File: src/design/rgma_pkg.sv
// Shared constants, types and register codes for the range-gated moving average unit.
// No dependencies; imported by every module of the block.
package rgma_pkg;

  localparam int WINDOW      = 8;   // power of two: the mean is a right shift
  localparam int MAX_ACCEPT  = 64;
  localparam int SAMPLE_BITS = 12;

  localparam int SAMPLE_W = 12;     // port width of the raw reading
  localparam int GAIN_W   = 16;
  localparam int AVG_W    = 16;
  localparam int LIMIT_W  = 7;
  localparam int CNT_W    = $clog2(MAX_ACCEPT) + 1;
  localparam int SUM_W    = SAMPLE_BITS + $clog2(WINDOW);
  localparam int PROD_W   = GAIN_W + SUM_W;
  localparam int DIV_SHIFT = $clog2(WINDOW * 256);
  localparam int Q_W      = PROD_W - DIV_SHIFT;
  localparam int V_W      = ((Q_W > AVG_W) ? Q_W : AVG_W) + 2;

  localparam int CFG_IDX_W  = 3;
  localparam int CFG_DATA_W = 16;

  localparam logic [CFG_IDX_W-1:0] CFG_MIN_RAW      = 3'd0;
  localparam logic [CFG_IDX_W-1:0] CFG_MAX_RAW      = 3'd1;
  localparam logic [CFG_IDX_W-1:0] CFG_GAIN         = 3'd2;
  localparam logic [CFG_IDX_W-1:0] CFG_OFFSET       = 3'd3;
  localparam logic [CFG_IDX_W-1:0] CFG_OUTPUT_LIMIT = 3'd4;

  localparam logic [SAMPLE_BITS-1:0] MIN_RAW_RST = SAMPLE_BITS'(200);
  localparam logic [SAMPLE_BITS-1:0] MAX_RAW_RST = SAMPLE_BITS'(3800);
  localparam logic [GAIN_W-1:0]      GAIN_RST    = GAIN_W'(1600);
  localparam logic signed [AVG_W-1:0] OFFSET_RST = -AVG_W'(2560);
  localparam logic [LIMIT_W-1:0]     LIMIT_RST   = LIMIT_W'(64);

  // Per-item control carried down the result pipeline
  typedef struct packed {
    logic             emit;   // a mean result is due
    logic             last;   // batch end: a count result is due
    logic [CNT_W-1:0] count;  // means emitted in the batch after this item
  } item_t;

endpackage

File: src/design/rgma_cell.sv
// One tap of the sample window: holds a sample and passes it on when the window shifts.
// Depends on rgma_pkg.
module rgma_cell (
  input  logic                             clk_i,
  input  logic                             shift_i,
  input  logic [rgma_pkg::SAMPLE_BITS-1:0] sample_i,
  output logic [rgma_pkg::SAMPLE_BITS-1:0] sample_o
);
  import rgma_pkg::*;

  logic [SAMPLE_BITS-1:0] sample_q;

  always_ff @(posedge clk_i) begin
    if (shift_i) begin
      sample_q <= sample_i;
    end
  end

  assign sample_o = sample_q;

endmodule

File: src/design/rgma_calib.sv
// Calibration stage: registered gain * window sum, then shift, offset add and 16-bit clamp.
// Depends on rgma_pkg.
module rgma_calib (
  input  logic                              clk_i,
  input  logic                              load_i,
  input  logic [rgma_pkg::GAIN_W-1:0]       gain_i,
  input  logic [rgma_pkg::SUM_W-1:0]        sum_i,
  input  logic signed [rgma_pkg::AVG_W-1:0] offset_i,
  output logic signed [rgma_pkg::AVG_W-1:0] mean_o
);
  import rgma_pkg::*;

  localparam logic signed [V_W-1:0] SAT_HI = V_W'(32767);
  localparam logic signed [V_W-1:0] SAT_LO = -V_W'(32768);

  logic [PROD_W-1:0]       prod_q;
  logic [Q_W-1:0]          scaled;
  logic signed [V_W-1:0]   biased;

  always_ff @(posedge clk_i) begin
    if (load_i) begin
      prod_q <= PROD_W'(gain_i) * PROD_W'(sum_i);
    end
  end

  // floor division by WINDOW*256 is a plain shift of the unsigned product
  assign scaled = prod_q[PROD_W-1:DIV_SHIFT];
  assign biased = $signed(V_W'(scaled)) + V_W'(offset_i);

  always_comb begin
    if (biased > SAT_HI) begin
      mean_o = AVG_W'(SAT_HI);
    end else if (biased < SAT_LO) begin
      mean_o = AVG_W'(SAT_LO);
    end else begin
      mean_o = AVG_W'(biased);
    end
  end

endmodule

File: src/design/range_gated_moving_average_unit.sv
// Range-gated moving average: an input transfer passes stage A, stage B and the output
// register in turn. Throughput one sample per cycle while the output does not stall;
// a batch end that also emits a mean holds stage B, since the mean and count results
// leave one per cycle from one register.
// Reset (async, active low) restores the register defaults and clears the batch
// counters and running sum; the window taps are left as they are.
module range_gated_moving_average_unit (
  input  logic                                 clk_i,
  input  logic                                 rst_ni,
  // configuration write channel
  input  logic                                 cfg_valid_i,
  output logic                                 cfg_ready_o,
  input  logic [rgma_pkg::CFG_IDX_W-1:0]       cfg_index_i,
  input  logic [rgma_pkg::CFG_DATA_W-1:0]      cfg_data_i,
  // sample input
  input  logic                                 in_valid_i,
  output logic                                 in_stall_o,
  input  logic [rgma_pkg::SAMPLE_W-1:0]        sample_i,
  input  logic                                 batch_end_i,
  // result output
  output logic                                 out_valid_o,
  input  logic                                 out_stall_i,
  output logic signed [rgma_pkg::AVG_W-1:0]    average_o,
  output logic                                 is_count_o,
  output logic [rgma_pkg::CNT_W-1:0]           result_count_o,
  output logic                                 run_end_o
);
  import rgma_pkg::*;

  // ---------------------------------------------------------------------------
  // Configuration registers; the port never back-pressures.
  // ---------------------------------------------------------------------------
  logic [SAMPLE_BITS-1:0]  min_raw_q, max_raw_q;
  logic [GAIN_W-1:0]       gain_q;
  logic signed [AVG_W-1:0] offset_q;
  logic [LIMIT_W-1:0]      limit_q;

  assign cfg_ready_o = 1'b1;

  always_ff @(posedge clk_i or negedge rst_ni) begin
    if (!rst_ni) begin
      min_raw_q <= MIN_RAW_RST;
      max_raw_q <= MAX_RAW_RST;
      gain_q    <= GAIN_RST;
      offset_q  <= OFFSET_RST;
      limit_q   <= LIMIT_RST;
    end else if (cfg_valid_i && cfg_ready_o) begin
      case (cfg_index_i)
        CFG_MIN_RAW:      min_raw_q <= cfg_data_i[SAMPLE_BITS-1:0];
        CFG_MAX_RAW:      max_raw_q <= cfg_data_i[SAMPLE_BITS-1:0];
        CFG_GAIN:         gain_q    <= cfg_data_i[GAIN_W-1:0];
        CFG_OFFSET:       offset_q  <= $signed(cfg_data_i[AVG_W-1:0]);
        CFG_OUTPUT_LIMIT: limit_q   <= cfg_data_i[LIMIT_W-1:0];
        default: ;  // unmapped index: dropped
      endcase
    end
  end

  // ---------------------------------------------------------------------------
  // Pipeline flow control. Stage A holds the new window sum, stage B the
  // product, then the output register. in_stall is raised only while A and B
  // are full and B cannot move on: the output is stalled or a second result is due.
  // ---------------------------------------------------------------------------
  logic  valid_a_q, valid_b_q, mean_done_q;
  item_t item_a_q, item_b_q;
  logic  out_free, two_left, b_done, b_take, a_take, accept;

  assign out_free = !out_valid_o || !out_stall_i;
  // batch end that also emits: mean goes first, B holds for the count
  assign two_left = item_b_q.emit && item_b_q.last && !mean_done_q;
  assign b_done   = valid_b_q && out_free && !two_left;
  assign b_take   = !valid_b_q || b_done;
  assign a_take   = !valid_a_q || b_take;
  assign in_stall_o = !a_take;
  assign accept     = in_valid_i && !in_stall_o;

  // ---------------------------------------------------------------------------
  // Sample gate and batch state
  // ---------------------------------------------------------------------------
  logic [SAMPLE_BITS-1:0] s;
  logic [CNT_W-1:0]       accepted_q, emitted_q, acc_inc, emit_cnt;
  logic [SUM_W-1:0]       sum_q, sum_d, drop;
  logic                   gate, take, window_full, emit;

  assign s           = sample_i[SAMPLE_BITS-1:0];
  assign gate        = (s >= min_raw_q) && (s <= max_raw_q) &&
                       (accepted_q < CNT_W'(MAX_ACCEPT));
  assign take        = accept && gate;
  assign window_full = accepted_q >= CNT_W'(WINDOW);
  assign acc_inc     = accepted_q + CNT_W'(1);
  assign emit        = take && (acc_inc >= CNT_W'(WINDOW)) &&
                       (CNT_W'(emitted_q) < CNT_W'(limit_q));
  assign emit_cnt    = emitted_q + CNT_W'(emit);

  // ---------------------------------------------------------------------------
  // Window: a row of cells shifting on every accepted sample. The last tap
  // holds the sample that leaves the running sum once the window is full.
  // ---------------------------------------------------------------------------
  logic [SAMPLE_BITS-1:0] tap [WINDOW+1];

  assign tap[0] = s;

  for (genvar g = 0; g < WINDOW; g++) begin : g_cell
    rgma_cell u_cell (
      .clk_i    (clk_i),
      .shift_i  (take),
      .sample_i (tap[g]),
      .sample_o (tap[g+1])
    );
  end

  assign drop  = window_full ? SUM_W'(tap[WINDOW]) : '0;
  assign sum_d = take ? (sum_q - drop + SUM_W'(s)) : sum_q;

  always_ff @(posedge clk_i or negedge rst_ni) begin
    if (!rst_ni) begin
      accepted_q <= '0;
      emitted_q  <= '0;
      sum_q      <= '0;
    end else if (accept) begin
      if (batch_end_i) begin
        accepted_q <= '0;
        emitted_q  <= '0;
        sum_q      <= '0;
      end else begin
        if (take) begin
          accepted_q <= acc_inc;
        end
        emitted_q <= emit_cnt;
        sum_q     <= sum_d;
      end
    end
  end

  // ---------------------------------------------------------------------------
  // Stage A: snapshot of the sum for items that produce a result
  // ---------------------------------------------------------------------------
  logic [SUM_W-1:0] sum_a_q;

  always_ff @(posedge clk_i or negedge rst_ni) begin
    if (!rst_ni) begin
      valid_a_q <= 1'b0;
    end else if (a_take) begin
      valid_a_q <= accept && (emit || batch_end_i);
    end
  end

  always_ff @(posedge clk_i) begin
    if (a_take) begin
      item_a_q.emit  <= emit;
      item_a_q.last  <= batch_end_i;
      item_a_q.count <= emit_cnt;
      sum_a_q        <= sum_d;
    end
  end

  // ---------------------------------------------------------------------------
  // Stage B: product register lives in the calibration unit
  // ---------------------------------------------------------------------------
  logic signed [AVG_W-1:0] mean;

  rgma_calib u_calib (
    .clk_i    (clk_i),
    .load_i   (b_take),
    .gain_i   (gain_q),
    .sum_i    (sum_a_q),
    .offset_i (offset_q),
    .mean_o   (mean)
  );

  always_ff @(posedge clk_i or negedge rst_ni) begin
    if (!rst_ni) begin
      valid_b_q   <= 1'b0;
      mean_done_q <= 1'b0;
    end else begin
      if (b_take) begin
        valid_b_q   <= valid_a_q;
        mean_done_q <= 1'b0;
      end else if (valid_b_q && out_free && two_left) begin
        mean_done_q <= 1'b1;
      end
    end
  end

  always_ff @(posedge clk_i) begin
    if (b_take) begin
      item_b_q <= item_a_q;
    end
  end

  // ---------------------------------------------------------------------------
  // Output register: mean result first, count result on batch end
  // ---------------------------------------------------------------------------
  logic                    out_valid_q;
  logic signed [AVG_W-1:0] average_q;
  logic                    is_count_q, run_end_q;
  logic [CNT_W-1:0]        count_q;
  logic                    send_mean;

  assign send_mean = item_b_q.emit && !mean_done_q;

  always_ff @(posedge clk_i or negedge rst_ni) begin
    if (!rst_ni) begin
      out_valid_q <= 1'b0;
    end else if (out_free) begin
      out_valid_q <= valid_b_q;
    end
  end

  always_ff @(posedge clk_i) begin
    if (out_free && valid_b_q) begin
      if (send_mean) begin
        average_q  <= mean;
        is_count_q <= 1'b0;
        count_q    <= '0;
        run_end_q  <= !item_b_q.last;
      end else begin
        average_q  <= '0;
        is_count_q <= 1'b1;
        count_q    <= item_b_q.count;
        run_end_q  <= 1'b1;
      end
    end
  end

  assign out_valid_o    = out_valid_q;
  assign average_o      = average_q;
  assign is_count_o     = is_count_q;
  assign result_count_o = count_q;
  assign run_end_o      = run_end_q;

  // ---------------------------------------------------------------------------
  // Assertions
  // ---------------------------------------------------------------------------
  a_accept_bound: assert property (@(posedge clk_i) disable iff (!rst_ni)
    accepted_q <= CNT_W'(MAX_ACCEPT))
    else $error("accepted count above limit");

  a_emit_le_accept: assert property (@(posedge clk_i) disable iff (!rst_ni)
    emitted_q <= accepted_q)
    else $error("more means than accepted samples");

  a_batch_clear: assert property (@(posedge clk_i) disable iff (!rst_ni)
    accept && batch_end_i |=> accepted_q == '0 && emitted_q == '0 && sum_q == '0)
    else $error("batch state not cleared after batch end");

  a_count_shape: assert property (@(posedge clk_i) disable iff (!rst_ni)
    out_valid_o && is_count_o |-> average_o == '0 && run_end_o)
    else $error("malformed count result");

  a_mean_shape: assert property (@(posedge clk_i) disable iff (!rst_ni)
    out_valid_o && !is_count_o |-> result_count_o == '0)
    else $error("mean result carries a count");

endmodule

File: config.mk
export PLATFORM = sky130hd
export DESIGN_NAME = range_gated_moving_average_unit
export DESIGN_NICKNAME = d
export VERILOG_FILES = /design/src/design/rgma_pkg.sv /design/src/design/rgma_cell.sv /design/src/design/rgma_calib.sv /design/src/design/range_gated_moving_average_unit.sv
export SDC_FILE = /design/constraint.sdc
export NUM_CORES = 1
export LEC_CHECK = 0
export ABC_AREA = 0
export BUFFER_PORTS_ARGS = -buffer_cell sky130_fd_sc_hd__buf_2
export CAP_MARGIN = 20
export CORE_UTILIZATION = 49
export DETAILED_ROUTE_END_ITERATION = 12
export PLACE_DENSITY = 0.69
export SETUP_SLACK_MARGIN = 0.15
export SLEW_MARGIN = 25
export SYNTH_ARGS = -nofsm -noshare
export SYNTH_HDL_FRONTEND = slang
export SYNTH_HIERARCHICAL = 1
export SYNTH_SLANG_ARGS = --single-unit
File: constraint.sdc
create_clock -name clk_i -period 8.3 [get_ports clk_i]
set_input_delay 0.83 -clock clk_i [delete_from_list [all_inputs] [get_ports clk_i]]
set_output_delay 0.83 -clock clk_i [all_outputs]
set_load 0.01 [all_outputs]
==> impl_metrics.py, run 1 <==
metrics = {
    "synthesis": {
        "synthCells": 1835,
        "yosys.area.top_type": "edfxtp_1",
        "synth_top_cell_area_share_pct": 26.1,
        "netlist_area_um2": 20100,
        "syn_nets": 2226,
        "avgSynthCellArea_um2": 10.9,
        "synthFlopType": "edfxtp_1",
        "synth_area_leaders": "edfxtp_1 (26%), fa_1 (19%), ha_1 (10%), dfrtp_1 (9.5%), inv_1 (5.4%)",
        "synth_edf_count": 174,
        "ys_types": 72,
        "async_flop_share_pct": 35.6,
        "synth-seq-cells": 270,
        "yosys_warnings": 6,
        "seq_area_frac_synth_pct": 38.2,
    },
    "final_layout": {
        "area_growth_pct": 8.72,
        "fin_nets": 2263,
        "drive_above_1_share_pct": 10.3,
        "layout_commonest_cell": "inv_1",
        "mostFrequentLayoutCells": "inv_1 (289), nand2_1 (197), fa_1 (192)",
    },
    "grt": {
        "grt_pass1_wl_mm": 70.1,
        "grt_usage_pct": 21.4,
        "grt_max_degree": 74,
        "overflow": 0,
        "grt_pass1_vias": 13500,
        "antenna_found_initial": 2,
    },
    "worst_setup_path": {
        "ff2ff_setup_slack_ps": 1630,
        "worstPathRequired_ps": 8670,
        "endpoint_kind": "register",
        "startpoint_type": "register",
        "worstPathCellList": "and2_1, fa_1, inv_1, fa_1, inv_1, fa_1, fa_1, fa_1, inv_1, fa_1, inv_1, ha_1, a21o_1, nand2_1, o2bb2ai_1, o21ai_0, o21ai_0, a21oi_1, or2_2, a311oi_1",
        "timing.critical_path.to": "u_calib/prod_q[30]$_DFFE_PP_",
        "crit_type": "register to register",
        "cp_top_family": "adder cells",
        "slowest_delay_ps": 660,
        "critPathBufInv": 4,
        "crit_path_start": "sum_a_q[11]$_DFFE_PN_",
        "cp.depth": 20,
        "crit_fanout": 16,
        "arrival_ps": 7040,
        "rr_worst_depth": 20,
        "reg2reg_from": "sum_a_q[11]$_DFFE_PN_",
        "r2r_end": "u_calib/prod_q[30]$_DFFE_PP_",
        "cp_slowest_cell": "edfxtp_1",
        "cpMostUsedCell": "fa_1",
    },
    "cts": {
        "htreeDepth": 1,
        "clock_latency_ps": 570,
        "numCtsBuffers": 28,
        "clk_pin_slew_ps": 60,
        "cts_tree": "built",
        "cts_setup_buffers": 0,
        "clk_path_buf_depth": 3,
        "hold_buffers": 0,
        "clockRootBuffer": "clkbuf_16",
        "postCtsResizedCells": 0,
        "cts.sinks": 270,
    },
    "power": {
        "ir_drop_uv": 350,
        "p_int_mw": 5.11,
        "powerDensity_nw_per_um2": 426,
        "p_switching_mw": 4.19,
        "leakage_nw": 9.99,
        "p_sw_share_pct": 45.1,
        "p_seq_share_pct": 23.8,
        "p_comb_share_pct": 62.4,
        "pwr-share-clk_pct": 13.8,
    },
    "hold_path": {
        "hp-class": "input port to async pin",
    },
    "place": {
        "portBuffers": 63,
        "gp_congestion": 0.918,
        "preCtsSetupSlack_ps": 1660,
        "dp_hpwl_mm": 33.1,
    },
    "route": {
        "wl_per_cell_um": 17.8,
        "num_vias": 13000,
        "drc": 0,
        "drt_iter0_markers": 766,
        "detail-route-antenna-nets": 0,
        "drtPass1Iterations": 5,
        "wl_mm": 43.0,
        "vias_per_cell": 5.37,
    },
    "timing": {
        "worst_slack_ps": 1630,
        "tns_ps": 0,
        "final.min_clock_period_ps": 6670,
        "fin_skew_ps": 28.0,
        "relSlewSlack_pct": 37.7,
        "timing_hold_violations_final": 0,
        "max_freq_mhz": 150,
        "setup_viol": 0,
        "min_period_over_period_pct": 80.3,
        "rsz0062_at_grt": "false",
        "drv_slew": 0,
        "tightest_slew_ps": 930,
    },
    "status": {
        "status": "finished clean",
    },
    "floorplanning": {
        "start_util_pct": 50.1,
        "coreArea_um2": 40000,
        "fp.dieArea_um2": 41700,
        "dieWidth_um": 204,
        "io_pins": 65,
        "die_y_um": 204,
        "rows": 73,
    },
    "flow_run": {
        "maxCapViolations": 0,
    },
}
## cell usage after synthesis (all sizes together) (3+ instances only)
library cell / number
nand3: 23
buf: 8
a31oi: 4
a21oi: 53
clkbuf: 53
nor2b: 27
xor2: 16
fa: 192
ha: 162
nand2: 197
nor3: 17
a22o: 7
dfstp: 20
xnor2: 32
mux2: 38
and3: 3
nand2b: 9
o21bai: 3
dfrtp: 76
and3b: 3
edfxtp: 174
nand4: 13
a211oi: 10
a21o: 32
nor4: 5
nor3b: 4
o21a: 11
nor2: 40
or4: 4
o21ai: 87
o2bb2ai: 9
o211ai: 16
inv: 289
and2: 161
## worst min path at each step
stage,start,to,slack [ps],depth (start not counted)
6_report,rst_ni,min_raw_q[0]$_DFFE_PN0P_,280,1
4_1_cts,rst_ni,min_raw_q[2]$_DFFE_PN0P_,290,1
3_5_place_dp,g_cell[1].u_cell/sample_o[0]$_DFFE_PP_,g_cell[2].u_cell/sample_o[0]$_DFFE_PP_,400,0
2_1_floorplan,g_cell[0].u_cell/sample_o[0]$_DFFE_PP_,g_cell[1].u_cell/sample_o[0]$_DFFE_PP_,400,0
3_3_place_gp,g_cell[5].u_cell/sample_o[0]$_DFFE_PP_,g_cell[6].u_cell/sample_o[0]$_DFFE_PP_,400,0
5_1_grt,rst_ni,min_raw_q[0]$_DFFE_PN0P_,320,1
## sequential cells by signal (all words and copies together), names as in the netlist, 7 cells and up
signal / count
accepted_q: 7
average_o: 16
emitted_q: 7
g_cell.u_cell/sample_o: 96
gain_q: 16
item_a_q: 9
item_b_q: 9
limit_q: 7
max_raw_q: 12
min_raw_q: 12
offset_q: 16
result_count_o: 7
sum_a_q: 15
sum_q: 15
u_calib/prod_q: 20
## area by class of cell
cell class                 count  area, um^2
antenna                        1        2.50
clock buffer                  30         708
clock inverter                22         249
fill                        3407       18200
inverter                     290        1090
multi-input combinational   1214       11100
sequential                   270        7650
tap                          525         657
timing repair buffer          68         355
## metrics by stage
stage / power (mW) / hold WS, ps / cells / util, % / cell area [um^2]
finish: 9.30 / 281 / 2420 / 54.5 / 21800
detailed placement: 8.02 / 405 / 2367 / 52.1 / 20800
CTS: 9.36 / 288 / 2419 / 54.5 / 21800
global route: 10.2 / 316 / 2419 / 54.5 / 21800
floorplan: 6.51 / 400 / 1835 / - / 20100
global placement: 7.83 / 401 / 2367 / 52.1 / 20800
## layer usage
| metal | global-route usage [%] | wire [um] | up-vias | share of wire, % |
|---|---|---|---|---|
| li1 | - | - | 6117 | - |
| met1 | 27.9 | 18800 | 6502 | 44 |
| met2 | 36.9 | 21200 | 306 | 49 |
| met3 | 3.40 | 1920 | 70 | 4.5 |
| met4 | 5.84 | 1080 | 0 | 2.5 |
| met5 | 0 | 0 | - | 0 |
## power groups by stage
stage          clock network [mW]  registers [mW]  logic, mW
6_report                     1.29            2.21       5.80
5_1_grt                      1.36            2.25       6.62
4_1_cts                      1.31            2.21       5.84
3_5_place_dp                    0            2.23       5.79
3_3_place_gp                    0            2.22       5.61
2_1_floorplan                   0            2.03       4.48
## cells by family after synthesis
kind of cell    Yosys count  share of synthesized area [%]
mux                      40                           2.23
other cells               1                         0.0187
xor+xnor                 48                           2.10
fa+ha+maj               354                           29.3
buf+inv                 351                           6.68
simple gates            516                           13.2
compound gates          255                           8.35
flops                   270                           38.2
## worst reg2reg max path: cells and delay by family, from the launching register on
kind	cells	cell delay, ps
and+or+nand+nor	3	720
adders and majority gates	7	3470
AOI/OAI and AO/OA	6	1410
buffers and inverters	4	200
DFF	1	660
No activity file was read; power rests on OpenSTA's default activity.
==> run 2, diff against run 1 <==
==> constraint.sdc (replaced) <==
create_clock -name clk_i -period 6.3 [get_ports clk_i]
set_input_delay 0.63 -clock clk_i [delete_from_list [all_inputs] [get_ports clk_i]]
set_output_delay 0.63 -clock clk_i [all_outputs]
set_load 0.01 [all_outputs]
==> run 2 against run 1 <==
Against the previous run: register-to-register slack lost 1300 ps; clock skew shrank 11 ps; critical path depth is 1 higher; critical endpoint is now u_calib/prod_q[29]$_DFFE_PP_; largest cell class unchanged.
==> impl_metrics.py, run 2 (synthesis results as in run 1) <==
metrics = {
    "route": {
        "drtPass1Iterations": 5,
        "num_vias": 13300,
        "detail-route-antenna-nets": 0,
        "drc": 0,
        "drt_iter0_markers": 613,
        "wl_mm": 43.4,
        "wl_per_cell_um": 17.5,
        "vias_per_cell": 5.35,
    },
    "final_layout": {
        "area_growth_pct": 12.5,
        "largest_reg_flops": 96,
        "mostFrequentLayoutCells": "inv_1 (289), nand2_1 (196), fa_1 (192)",
        "fin_util_pct": 56.4,
        "drive_above_1_share_pct": 14.5,
        "layout_commonest_cell": "inv_1",
        "n_antenna_cell": 0,
        "multi_input_area_um2": 11300,
        "fill_cells": 3329,
        "fin_nets": 2322,
        "regArea_um2": 7660,
    },
    "floorplanning": {
        "fp.dieArea_um2": 41700,
        "die_y_um": 204,
        "rows": 73,
        "start_util_pct": 50.1,
        "dieWidth_um": 204,
        "coreArea_um2": 40000,
        "io_pins": 65,
    },
    "worst_setup_path": {
        "slowest_delay_ps": 570,
        "crit_type": "register to register",
        "cp_top_family": "adder cells",
        "arrival_ps": 6250,
        "cp_slowest_cell": "fa_1",
        "cpMostUsedCell": "fa_1",
        "crit_fanout": 11,
        "endpoint_kind": "register",
        "startpoint_type": "register",
        "worstPathRequired_ps": 6590,
        "worstPathCellList": "buf_4, and2_1, fa_1, fa_1, fa_1, fa_1, fa_1, inv_1, fa_1, inv_1, ha_2, a21oi_2, o21ai_0, a31oi_1, inv_1, o21ai_2, buf_6, a21oi_2, buf_4, nor3_2, xnor2_1",
        "critPathBufInv": 6,
    },
    "place": {
        "gp_congestion": 0.882,
        "portBuffers": 63,
        "preCtsSetupSlack_ps": -68.2,
        "dp_hpwl_mm": 33.8,
    },
    "cts": {
        "hold_buffers": 0,
        "cts_tree": "built",
        "clock_latency_ps": 560,
        "cts.sinks": 270,
        "htreeDepth": 1,
        "clockRootBuffer": "clkbuf_16",
        "clk_pin_slew_ps": 60,
        "numCtsBuffers": 27,
        "clk_path_buf_depth": 3,
    },
    "grt": {
        "grt_pass1_vias": 13800,
        "grt_usage_pct": 21.4,
        "grt_max_degree": 54,
        "overflow": 0,
        "grt_pass1_wl_mm": 70.7,
        "antenna_found_initial": 2,
    },
    "timing": {
        "drv_slew": 0,
        "timing_hold_violations_final": 0,
        "tightest_slew_ps": 856,
        "max_freq_mhz": 168,
        "fin_skew_ps": 16.6,
        "setup_viol": 0,
        "relSlewSlack_pct": 42.8,
        "rsz0062_at_grt": "false",
        "min_period_over_period_pct": 94.6,
        "worst_slack_ps": 340,
        "final.min_clock_period_ps": 5960,
    },
    "status": {
        "status": "finished clean",
    },
    "hold_path": {
        "hp-class": "input port to async pin",
    },
    "flow_run": {
        "maxCapViolations": 0,
    },
}
-- run 2: final cells by class --
| class | count | share of cell area, % |
|---|---|---|
| multi-input combinational | 1214 | 50.3 |
| inverter | 290 | 4.84 |
| clock inverter | 17 | 1.24 |
| tap | 525 | 2.91 |
| timing repair buffer | 128 | 3.63 |
| sequential | 270 | 34.0 |
| clock buffer | 33 | 3.14 |
-- run 2: metal layers --
layer | share of wire [%] | GRT usage, % | up-vias
met5 | 0 | 0 | -
met4 | 2.1 | 4.66 | 0
met3 | 4.5 | 2.69 | 73
met2 | 49 | 36.7 | 319
met1 | 45 | 29.1 | 6635
li1 | - | - | 6232
-- run 2: metrics by stage --
stage	TNS [ps]	cell area, um^2	instances	hold WS [ps]
final	0	22600	2477	81.7
after global routing	0	22600	2477	112
after CTS	0	22200	2466	95.3
after detailed placement	-99.8	21200	2412	405
after global placement	0	21200	2412	401
after floorplan	0	20100	1835	334
-- run 2: worst reg2reg max path, stage by stage (launching register included) --
cell and delay, ps:
edfxtp_1 490, buf_4 230, and2_1 160, fa_1 570, fa_1 460, fa_1 560, fa_1 540, fa_1 540
inv_1 50, fa_1 410, inv_1 70, ha_2 300, a21oi_2 140, o21ai_0 120, a31oi_1 170, inv_1 100
o21ai_2 180, buf_6 140, a21oi_2 50, buf_4 160, nor3_2 170, xnor2_1 90
-- run 2: final timing paths --
path                                                          end  slack [ps]  cells past startpoint                                    from
setup reg to reg                     u_calib/prod_q[29]$_DFFE_PP_         340                     21                   sum_a_q[12]$_DFFE_PN_
max in group asynchronous                   gain_q[8]$_DFFE_PN0P_        5030                      2                                  rst_ni
setup / recovery                     u_calib/prod_q[29]$_DFFE_PP_         340                     21                   sum_a_q[12]$_DFFE_PN_
hold reg to reg            g_cell[3].u_cell/sample_o[8]$_DFFE_PP_         410                      0  g_cell[2].u_cell/sample_o[8]$_DFFE_PP_
hold / removal                          accepted_q[1]$_DFFE_PN0P_          80                      1                                  rst_ni
min in group clk_i         g_cell[0].u_cell/sample_o[0]$_DFFE_PP_         320                      1                             sample_i[0]
-- run 2: what timing repair did --
item	4_1_cts	5_1_grt
buffers inserted	4	11
gates resized for setup	5	50
endpoints found under the setup margin	10	14
pin swaps	0	18
Power of run 2 is left out: the tool's default activity adds up to more than one toggle a clock period on the data nets, which glitch-free logic cannot reach.
==> run 3, diff against run 2 <==
--- a/config.mk
+++ b/config.mk
@@ -10,7 +10,7 @@
 export CAP_MARGIN = 20
 export CORE_UTILIZATION = 49
 export DETAILED_ROUTE_END_ITERATION = 12
-export PLACE_DENSITY = 0.69
+export PLACE_DENSITY = 0.72
 export SETUP_SLACK_MARGIN = 0.15
 export SLEW_MARGIN = 25
 export SYNTH_ARGS = -nofsm -noshare
==> constraint.sdc (replaced) <==
create_clock -name clk_i -period 4.78 [get_ports clk_i]
set_input_delay 0.478 -clock clk_i [delete_from_list [all_inputs] [get_ports clk_i]]
set_output_delay 0.478 -clock clk_i [all_outputs]
set_load 0.01 [all_outputs]
==> run 3 against run 2 <==
Against the previous run: the run now ends with negative setup slack left; sequential cell count unchanged; wire length increased by 2.2%; fmax increased by 4.7%; final area increased by 2.9%; core utilization increased by 1.6 points; clock-buffer cell count increased by 3; largest cell class unchanged.
==> impl_metrics.py, run 3 (synthesis results as in run 1) <==
metrics = {
    "final_layout": {
        "layout_commonest_cell": "inv_1",
        "largest_reg_flops": 96,
        "mostFrequentLayoutCells": "inv_1 (270), nand2_1 (194), fa_1 (190)",
        "n_antenna_cell": 0,
        "area_growth_pct": 15.7,
        "fin_nets": 2389,
        "drive_above_1_share_pct": 19.9,
        "post-route-cell-area_um2": 23200,
    },
    "grt": {
        "antenna_found_initial": 1,
        "grt_usage_pct": 21.6,
        "grt_pass1_wl_mm": 71.4,
        "overflow": 0,
        "grt_pass1_vias": 14100,
        "grt_max_degree": 97,
    },
    "timing": {
        "whs_ps": 33.8,
        "final.min_clock_period_ps": 5690,
        "timing_hold_violations_final": 0,
        "min_period_over_period_pct": 119,
        "fin_skew_ps": 21.9,
        "max_freq_mhz": 176,
        "rsz0062_at_grt": "true",
        "tns_ps": -14850,
        "relSlewSlack_pct": 31.5,
        "worst_slack_ps": -912,
        "drv_slew": 0,
        "tightest_slew_ps": 1020,
        "setup_viol": 20,
    },
    "cts": {
        "cts_tree": "built",
        "clk_pin_slew_ps": 60,
        "numCtsBuffers": 28,
        "clockRootBuffer": "clkbuf_16",
        "htreeDepth": 1,
        "clk_path_buf_depth": 3,
        "clock_latency_ps": 570,
        "hold_buffers": 0,
        "cts.sinks": 270,
    },
    "floorplanning": {
        "die_y_um": 204,
        "io_pins": 65,
        "dieWidth_um": 204,
        "fp.dieArea_um2": 41700,
        "coreArea_um2": 40000,
        "start_util_pct": 50.1,
        "rows": 73,
    },
    "worst_setup_path": {
        "reg2reg_from": "gain_q[10]$_DFFE_PN1P_",
        "slowest_delay_ps": 650,
        "worstPathCellList": "buf_4, nand2_1, fa_1, inv_1, fa_1, fa_1, fa_1, fa_1, ha_1, ha_1, a21oi_1, o21ai_2, a31oi_1, inv_2, o21ai_4, a21oi_2, or2_4, a311oi_2",
        "crit_type": "register to register",
        "critPathBufInv": 3,
        "cp_top_family": "adder cells",
        "worstPathRequired_ps": 5150,
        "cp_slowest_cell": "dfstp_2",
        "rr_worst_depth": 18,
        "endpoint_kind": "register",
        "r2r_end": "u_calib/prod_q[30]$_DFFE_PP_",
        "startpoint_type": "register",
        "cpMostUsedCell": "fa_1",
        "arrival_ps": 6060,
        "ff2ff_setup_slack_ps": -910,
        "crit_fanout": 7,
    },
    "route": {
        "drtPass1Iterations": 5,
        "drt_iter0_markers": 549,
        "num_vias": 13600,
        "drc": 0,
        "detail-route-antenna-nets": 0,
        "wl_per_cell_um": 17.4,
        "wl_mm": 44.3,
        "vias_per_cell": 5.32,
    },
    "status": {
        "status": "complete, but fails checks",
        "violations": "negative setup slack",
    },
    "place": {
        "preCtsSetupSlack_ps": -983,
        "dpl_cell_area_um2": 21900,
        "dp_hpwl_mm": 34.4,
        "portBuffers": 63,
        "gp_congestion": 0.887,
    },
    "hold_path": {
        "hp-class": "input port to async pin",
    },
    "flow_run": {
        "maxCapViolations": 0,
    },
}
[run 3: cell count changes in the layout (fill, tap and decap cells not counted), sizes merged]
| cell | delta |
|---|---|
| clkinv | +2 |
| buf | +67 |
| inv | -1 |
| clkbuf | +2 |
| bufinv | -5 |
| clkinvlp | +3 |
[run 3: per-stage QoR]
| stage | instances | util (%) |
|---|---|---|
| after detailed placement | 2471 | 54.7 |
| after global routing | 2545 | 58.0 |
| final | 2545 | 58.0 |
| after floorplan | 1835 | - |
| after global placement | 2471 | 54.7 |
| after CTS | 2534 | 57.3 |
[run 3: final cells by class]
class                   count  area, um^2
clock buffers              36         751
well taps                 525         657
flip-flops and latches    270        7660
fillers                  3254       16800
repair buffers            194        1400
inverters                 290        1090
clock inverters            16         173
multi-input cells        1214       11500
[run 3: routing by layer]
layer	vias up	global-route usage, %	routed length, um
met4	2	5.65	1210
li1	6368	-	-
met5	-	0	15
met1	6766	27.8	18800
met3	90	3.38	2300
met2	326	37.9	22000
[run 3: worst max-delay path by stage]
stage	start	endpoint	slack (ps)	cells after the start
CTS	sum_a_q[0]$_DFFE_PN_	u_calib/prod_q[30]$_DFFE_PP_	-890	22
global route	gain_q[9]$_DFFE_PN1P_	u_calib/prod_q[30]$_DFFE_PP_	-1130	18
global placement	sum_a_q[5]$_DFFE_PN_	u_calib/prod_q[30]$_DFFE_PP_	-870	21
floorplan	sum_a_q[0]$_DFFE_PN_	u_calib/prod_q[30]$_DFFE_PP_	-610	23
finish	gain_q[10]$_DFFE_PN1P_	u_calib/prod_q[30]$_DFFE_PP_	-910	18
detailed placement	sum_a_q[4]$_DFFE_PN_	u_calib/prod_q[30]$_DFFE_PP_	-980	21
[run 3: repair_timing]
item | CTS | global route
gates resized for setup | 13 | 54
endpoints found under the setup margin | 20 | 20
pin swaps | 23 | 54
setup buffers | 11 | 11
Power of run 3 is left out for the same reason.
